File: src/rtl/mmss_pkg.sv
`timescale 1ns / 1ps

package mmss_pkg;

  localparam int unsigned DIGIT_W = 4;
  localparam int unsigned SEG_W   = 7;
  localparam int unsigned SPC_W   = 8;

  localparam logic [SPC_W-1:0]   SPC_RESET = 8'd50;
  localparam logic [DIGIT_W-1:0] UNITS_MAX = 4'd9;
  localparam logic [DIGIT_W-1:0] TENS_MAX  = 4'd5;

  localparam logic [1:0] MODE_CODE_RUN    = 2'd0;
  localparam logic [1:0] MODE_CODE_FROZEN = 2'd1;
  localparam logic [1:0] MODE_CODE_ZEROED = 2'd2;

  typedef enum logic [2:0] {
    MODE_RUN    = 3'b001,
    MODE_FROZEN = 3'b010,
    MODE_ZEROED = 3'b100
  } mode_t;

  typedef struct packed {
    logic clr;
    logic inc;
  } cell_ctrl_t;

  // active-low segments, bit 6 = g ... bit 0 = a
  function automatic logic [SEG_W-1:0] seg_decode(input logic [DIGIT_W-1:0] d);
    logic [SEG_W-1:0] s;
    case (d)
      4'd0:    s = 7'h40;
      4'd1:    s = 7'h79;
      4'd2:    s = 7'h24;
      4'd3:    s = 7'h30;
      4'd4:    s = 7'h19;
      4'd5:    s = 7'h12;
      4'd6:    s = 7'h02;
      4'd7:    s = 7'h78;
      4'd8:    s = 7'h00;
      4'd9:    s = 7'h10;
      default: s = 7'h7f;
    endcase
    return s;
  endfunction

  function automatic logic [1:0] mode_code(input mode_t m);
    logic [1:0] c;
    case (m)
      MODE_RUN:    c = MODE_CODE_RUN;
      MODE_FROZEN: c = MODE_CODE_FROZEN;
      default:     c = MODE_CODE_ZEROED;
    endcase
    return c;
  endfunction

endpackage

File: src/rtl/mmss_digit_cell.sv
`timescale 1ns / 1ps

module mmss_digit_cell (
  input  logic                            clk,
  input  logic                            rst_n,
  input  mmss_pkg::cell_ctrl_t            ctrl,
  input  logic [mmss_pkg::DIGIT_W-1:0]    max_val,
  output logic [mmss_pkg::DIGIT_W-1:0]    digit,
  output logic [mmss_pkg::DIGIT_W-1:0]    shown,
  output logic [mmss_pkg::SEG_W-1:0]      seg,
  output logic                            carry_out
);
  import mmss_pkg::*;

  logic [DIGIT_W-1:0] digit_r;
  logic [DIGIT_W-1:0] digit_nxt;
  logic               at_max;

  assign at_max    = (digit_r == max_val);
  assign carry_out = ctrl.inc && at_max;
  assign digit     = digit_r;
  assign shown     = ctrl.clr ? '0 : digit_r;
  assign seg       = seg_decode(shown);

  always_comb begin
    digit_nxt = digit_r;
    if (ctrl.clr) begin
      digit_nxt = '0;
    end else if (ctrl.inc) begin
      digit_nxt = at_max ? '0 : digit_r + 1'b1;
    end
  end

  always_ff @(posedge clk) begin
    if (!rst_n) begin
      digit_r <= '0;
    end else begin
      digit_r <= digit_nxt;
    end
  end

endmodule

File: src/rtl/mmss_stopwatch_seven_segment_unit.sv
`timescale 1ns / 1ps

// MM:SS stopwatch for a four-digit common-anode display. Each input request is one
// display refresh slot carrying the debounced button level in in_tdata[0]; each one
// yields exactly one output request with the four BCD digits, their active-low
// segment codes (g..a) and the mode (0 running, 1 frozen, 2 zeroed). A button
// release steps running -> frozen -> zeroed (count cleared) -> running. While
// running, the count advances once every slots_per_count slots (0 acts as 1);
// 59:59 wraps to 00:00. The count lives in a carry chain of four digit cells.
// One request per clock while the result side keeps up: the result is presented in the
// cycle after its slot is taken, and a new slot is taken in the same cycle the previous
// result leaves, so a result held back by out_tready stalls the input.
module mmss_stopwatch_seven_segment_unit (
  input  logic        clk,
  input  logic        rst_n,
  input  logic        cfg_we,
  input  logic [7:0]  cfg_wdata,
  input  logic        in_tvalid,
  output logic        in_tready,
  input  logic [7:0]  in_tdata,   // [0] button_level, [7:1] zero
  output logic        out_tvalid,
  input  logic        out_tready,
  // [2:0] minute_tens, [6:3] minute_units, [9:7] second_tens, [13:10] second_units,
  // [20:14] seg_minute_tens, [27:21] seg_minute_units, [34:28] seg_second_tens,
  // [41:35] seg_second_units, [43:42] mode, [47:44] zero
  output logic [47:0] out_tdata
);
  import mmss_pkg::*;

  localparam int unsigned NCELL = 4;

  logic [SPC_W-1:0] spc_r;
  mode_t            mode_r, mode_nxt;
  logic             armed_r;
  logic [SPC_W-1:0] slot_r, slot_nxt;
  logic             out_valid_r;
  logic [47:0]      out_data_r;

  logic             accept;
  logic             level;
  logic             release_ev;
  logic             step;
  logic             clr_count;
  logic [SPC_W:0]   slot_inc;

  cell_ctrl_t             ctrl  [NCELL];
  logic [DIGIT_W-1:0]     maxv  [NCELL];
  logic [DIGIT_W-1:0]     dig   [NCELL];
  logic [DIGIT_W-1:0]     shown [NCELL];
  logic [SEG_W-1:0]       seg   [NCELL];
  logic                   carry [NCELL];

  assign in_tready  = !out_valid_r || out_tready;
  assign accept     = in_tvalid && in_tready;
  assign level      = in_tdata[0];
  assign release_ev = !level && armed_r;
  assign clr_count  = accept && release_ev && (mode_r == MODE_FROZEN);
  assign slot_inc   = {1'b0, slot_r} + 1'b1;
  assign step       = accept && (mode_r == MODE_RUN) && !release_ev &&
                      (slot_inc >= {1'b0, spc_r});

  // cell 0 = second units ... cell 3 = minute tens
  assign maxv[0] = UNITS_MAX;
  assign maxv[1] = TENS_MAX;
  assign maxv[2] = UNITS_MAX;
  assign maxv[3] = TENS_MAX;

  genvar gi;
  generate
    for (gi = 0; gi < NCELL; gi++) begin : g_cell
      assign ctrl[gi].clr = clr_count;
      if (gi == 0) begin : g_first
        assign ctrl[gi].inc = step;
      end else begin : g_next
        assign ctrl[gi].inc = carry[gi-1];
      end
      mmss_digit_cell u_cell (
        .clk       (clk),
        .rst_n     (rst_n),
        .ctrl      (ctrl[gi]),
        .max_val   (maxv[gi]),
        .digit     (dig[gi]),
        .shown     (shown[gi]),
        .seg       (seg[gi]),
        .carry_out (carry[gi])
      );
    end
  endgenerate

  always_comb begin
    mode_nxt = mode_r;
    slot_nxt = slot_r;
    if (accept) begin
      if (release_ev) begin
        case (mode_r)
          MODE_RUN:    mode_nxt = MODE_FROZEN;
          MODE_FROZEN: mode_nxt = MODE_ZEROED;
          default:     mode_nxt = MODE_RUN;
        endcase
        if (mode_r != MODE_RUN) begin
          slot_nxt = '0;
        end
      end else if (mode_r == MODE_RUN) begin
        slot_nxt = step ? '0 : slot_inc[SPC_W-1:0];
      end
    end
  end

  always_ff @(posedge clk) begin
    if (!rst_n) begin
      spc_r       <= SPC_RESET;
      mode_r      <= MODE_RUN;
      armed_r     <= 1'b0;
      slot_r      <= '0;
      out_valid_r <= 1'b0;
    end else begin
      if (cfg_we) begin
        spc_r <= cfg_wdata;
      end
      mode_r <= mode_nxt;
      slot_r <= slot_nxt;
      if (accept) begin
        armed_r <= level;
      end
      if (accept) begin
        out_valid_r <= 1'b1;
      end else if (out_tready) begin
        out_valid_r <= 1'b0;
      end
    end
  end

  always_ff @(posedge clk) begin
    if (accept) begin
      out_data_r <= {4'b0000, mode_code(mode_nxt),
                     seg[0], seg[1], seg[2], seg[3],
                     shown[0], shown[1][2:0], shown[2], shown[3][2:0]};
    end
  end

  assign out_tvalid = out_valid_r;
  assign out_tdata  = out_data_r;

  a_frozen_holds: assert property (@(posedge clk) disable iff (!rst_n)
    (accept && mode_r == MODE_FROZEN && !release_ev) |=>
      ($stable(dig[0]) && $stable(dig[1]) && $stable(dig[2]) && $stable(dig[3])))
    else $error("count moved while frozen");

  a_zero_clears: assert property (@(posedge clk) disable iff (!rst_n)
    (accept && release_ev && mode_r == MODE_FROZEN) |=>
      (dig[0] == '0 && dig[1] == '0 && dig[2] == '0 && dig[3] == '0 && slot_r == '0))
    else $error("count not cleared on zeroing");

  a_tens_range: assert property (@(posedge clk) disable iff (!rst_n)
    (dig[1] <= TENS_MAX) && (dig[3] <= TENS_MAX) &&
    (dig[0] <= UNITS_MAX) && (dig[2] <= UNITS_MAX))
    else $error("digit out of range");

endmodule
File: config.mk
export PLATFORM = sky130hd
export DESIGN_NAME = mmss_stopwatch_seven_segment_unit
export DESIGN_NICKNAME = d
export VERILOG_FILES = /design/src/rtl/mmss_pkg.sv /design/src/rtl/mmss_digit_cell.sv /design/src/rtl/mmss_stopwatch_seven_segment_unit.sv
export SDC_FILE = /design/constraint.sdc
export NUM_CORES = 1
export LEC_CHECK = 0
export BUFFER_PORTS_ARGS = -buffer_cell sky130_fd_sc_hd__buf_2
export CAP_MARGIN = 15
export CORE_AREA = 2 2 90 135
export CTS_BUF_LIST = sky130_fd_sc_hd__clkbuf_16
export CTS_CLUSTER_SIZE = 10
export DETAILED_ROUTE_END_ITERATION = 10
export DIE_AREA = 0 0 92 137
export PLACE_DENSITY = 0.59
export SYNTH_ARGS = -nofsm -noshare
export SYNTH_HDL_FRONTEND = slang
export SYNTH_SLANG_ARGS = --single-unit
export TNS_END_PERCENT = 100
File: constraint.sdc
create_clock -name clk -period 2.8 [get_ports clk]
set_input_delay 0.14 -clock clk [delete_from_list [all_inputs] [get_ports clk]]
set_output_delay 0.14 -clock clk [all_outputs]
set_load 0.02 [all_outputs]
==> results by group <==
Drt
  – DRC errors left: 0
  – Vias: roughly 3700
  – Mean routed wirelength per cell: roughly 15 um
  – Vias/cell: 5.28
  – Router iterations before antenna repair: 4
  – Initial DRC count: 239
  – Post-route ant nets: 0
  – Routed WL: 10400 um

Clocking
  – CTS max path bufs: 2
  – CTS tree: built
  – Hold_buf cts: 0
  – Clock Sinks: 81
  – Num CTS Buffers: 9
  – Clk slew on worst S/H paths: 0.06 ns
  – Clk Latency, worst-skew pair: 0.34 ns
  – Htree depth: 3
  – Clock root cell: clkbuf_16

Synth
  – Synth Flop Type: edfxtp_1
  – Post-synth cell types: 56
  – Register area share after synthesis: 46.2%
  – Synth Register Bits: 81
  – Asr flop ratio synth: 0%
  – Synthesized area: 0.00446 mm2
  – Synth warn: 0
  – Avg Inst Size Synth: 9.40 um2
  – Post-synth EDFFs: 44
  – Post-Synthesis Cells: 475

Power and ir drop
  – Combinational group share of total power: around 8.0%
  – Lkg Pwr: 2.32 nW
  – Tot Pwr: 0.00257 W
  – Cell Int Power: 0.00195 W
  – VDD IR max: around 0.28 mV
  – Sequential power share: 50.7%
  – Psw: 0.000622 W
  – Pwr Density: around 460 mW/mm2
  – Clock Power Share: 41.2%
  – Switching Fraction: between 20 and 25%

GRT
  – Vias in the first global route: 3494
  – First-pass GRT wire length: 16700 um
  – Gr usage total: 16.7%
  – Congestion Overflow GR: 0
  – Largest net degree at the start of global routing: 46
  – Initial antenna violation count: 0

Floorplanning
  – Die ar.: 0.0126 mm2
  – Starting density of the core: 39.1%
  – IO Pins: 71
  – Die width: a little over 90 um
  – Die Span Y: 137 um
  – Std cell rows: 48
  – Core ar.: between 0.01 and 0.015 mm2

Finish
  – Area delta synth->final: 25.1%
  – Post-Layout Inst Area: 0.00558 mm2
  – # nets final: 597
  – Diodes inserted: 0
  – Final core utilization: roughly half
  – Fillers: 1082
  – Layout cells sized above 1: 27.5%
  – Non-Filler Instances: approximately 700

Timing
  – RSZ-0062 raised after global routing: true
  – Max transition margin: between 40% and 50%
  – Fin crit share: 100%
  – Max-slew violations: 0
  – Fin crit period: 2.80 ns
  – Highest Clock Rate: 0.357 GHz
  – Final-report hold violation count: 0
  – Post-Route Skew: between 0.005 and 0.006 ns
  – Final WS setup: -0.00415 ns
  – Slew @ Worst Pin: 0.831 ns
  – Hold slack: 0.0213 ns
  – Final setup violating endpoints: 1

Worst setup path
  – Crit start category: register
  – Cells along the critical path: ha_4, nand3_2, or2_4, and2_4, or2_4, ha_4, and3_4, nand3_4, o211a_4, buf_6, or4b_1, o211a_1
  – Worst Path Arrival: 3.04 ns
  – WS Path Type: register to register
  – CP max stage cell: or4b_1
  – CP max FO: 7
  – Setup crit end kind: register
  – Buf/Inv on CP: 1
  – CP delay by family, top: simple AND/OR/NAND/NOR gates
  – WP data required: 3.03 ns
  – Critical path's largest stage delay: 0.45 ns

Outcome
  – Violations in the final reports: negative setup slack
  – Status: finished with violations

Placed design
  – Placed Cells: about 680
  – RD Place Congestion: 0.824
  – DPL Wire Length: approximately 7300 um
  – Port bufs: 59
  – DP Area: 0.00506 mm2

Job
  – # Max-Cap Violations: 0

Min path
  – Min-Delay Path Class: input pin to register
path summary, 6_finish.rpt:
kind	from	end	slack (ns)	cells after the start
max	slot_r[1]	g_cell[3].u_cell.digit[2]	-0.004	12
min	cfg_wdata[4]	spc_r[4]	0.02	3
max reg2reg	slot_r[1]	g_cell[3].u_cell.digit[2]	-0.004	12
min reg2reg	armed_r	armed_r	0.47	2
power groups by stage:
stage	logic [W]	clock network, W	registers, W
after floorplan	0.0000905	0	0.00137
after global placement	0.000193	0	0.00133
after detailed placement	0.000198	0	0.00133
after CTS	0.000203	0.00109	0.00131
after global routing	0.000228	0.00113	0.00131
final	0.000207	0.00106	0.00131
final cells by class:
type                    count  area (um2)  area share (%)
clock buffers               9         225            4.03
clock inverters             7        38.8           0.695
inverters                  25        93.8            1.68
multi-input cells         343        2430            43.4
flip-flops and latches     81        2070            37.1
well taps                 150         188            3.36
repair buffers             87         542            9.70
placed cells by master, fill, tap and decap left out, drive strengths merged, types with 14 or more instances in the layout:
master	Yosys	final
inv	24	24
ha	29	29
o21ai	26	26
dfxtp	37	37
nand2	49	49
buf	11	87
nor2	33	33
nand2b	14	14
edfxtp	44	44
nor3	18	18
a21oi	36	36
nor2b	15	15
per-layer routing:
metal  routed length [um]  track usage, %
met1                 4020            18.4
met5                    0               0
met4                  216            7.55
met2                 5760            31.0
met3                  411            3.08
registers in the layout, indices dropped and copies added (netlist names):
register,flops
g_cell.u_cell.digit,16
out_tdata,44
out_tvalid,1
spc_r,8
armed_r,1
mode_r,3
slot_r,8
stage by stage:
stage / TNS (ns) / setup slack (ns)
6_report: -0.00415 / -0.00415
5_1_grt: -1.35 / -0.127
4_1_cts: -0.0506 / -0.0274
3_5_place_dp: -1.28 / -0.166
3_3_place_gp: -0.450 / -0.0998
2_1_floorplan: 0 / 0.0133
Yosys cell counts, drive strengths merged, types with 6 or more instances:
| library cell | number | share of area (%) |
|---|---|---|
| edfxtp | 44 | 30 |
| nor2b | 15 | 2.1 |
| dfxtp | 37 | 17 |
| a21oi | 36 | 4.0 |
| o21ai | 26 | 2.9 |
| inv | 24 | 2.0 |
| o211ai | 11 | 1.8 |
| nor2 | 33 | 2.8 |
| buf | 11 | 1.6 |
| nor3 | 18 | 2.0 |
| nand2b | 14 | 2.0 |
| nand2 | 49 | 4.1 |
| mux2i | 10 | 2.2 |
| ha | 29 | 8.1 |
| clkbuf | 18 | 1.5 |
| or2 | 11 | 1.5 |
| a211oi | 6 | 1.0 |
| nand3 | 8 | 1.0 |
| and2 | 9 | 1.3 |
| nand4 | 8 | 1.3 |
worst reg2reg max path, cell delays in order, from the launching register on:
cell and delay (ns):
dfxtp_4 0.37, ha_4 0.14, nand3_2 0.07, or2_4 0.24
and2_4 0.16, or2_4 0.23, ha_4 0.27, and3_4 0.20
nand3_4 0.07, o211a_4 0.25, buf_6 0.13, or4b_1 0.46
o211a_1 0.13
timing repair:
action | CTS | global route
buffers inserted | 3 | 2
resized for setup | 11 | 32
setup endpoints to repair | 17 | 29
pin swaps | 18 | 17
logic make-up (layout without fill, tap and decap cells):
group	Yosys count	after routing	share of synthesized area, %
compound gates	111	111	15.6
xor+xnor	4	4	0.785
fa+ha+maj	29	29	8.13
buf+inv	54	128	5.24
flops	81	81	46.2
mux	10	10	2.24
other cells	1	4	0.0840
simple gates	185	185	21.7
(Power assumes the default switching activity.)
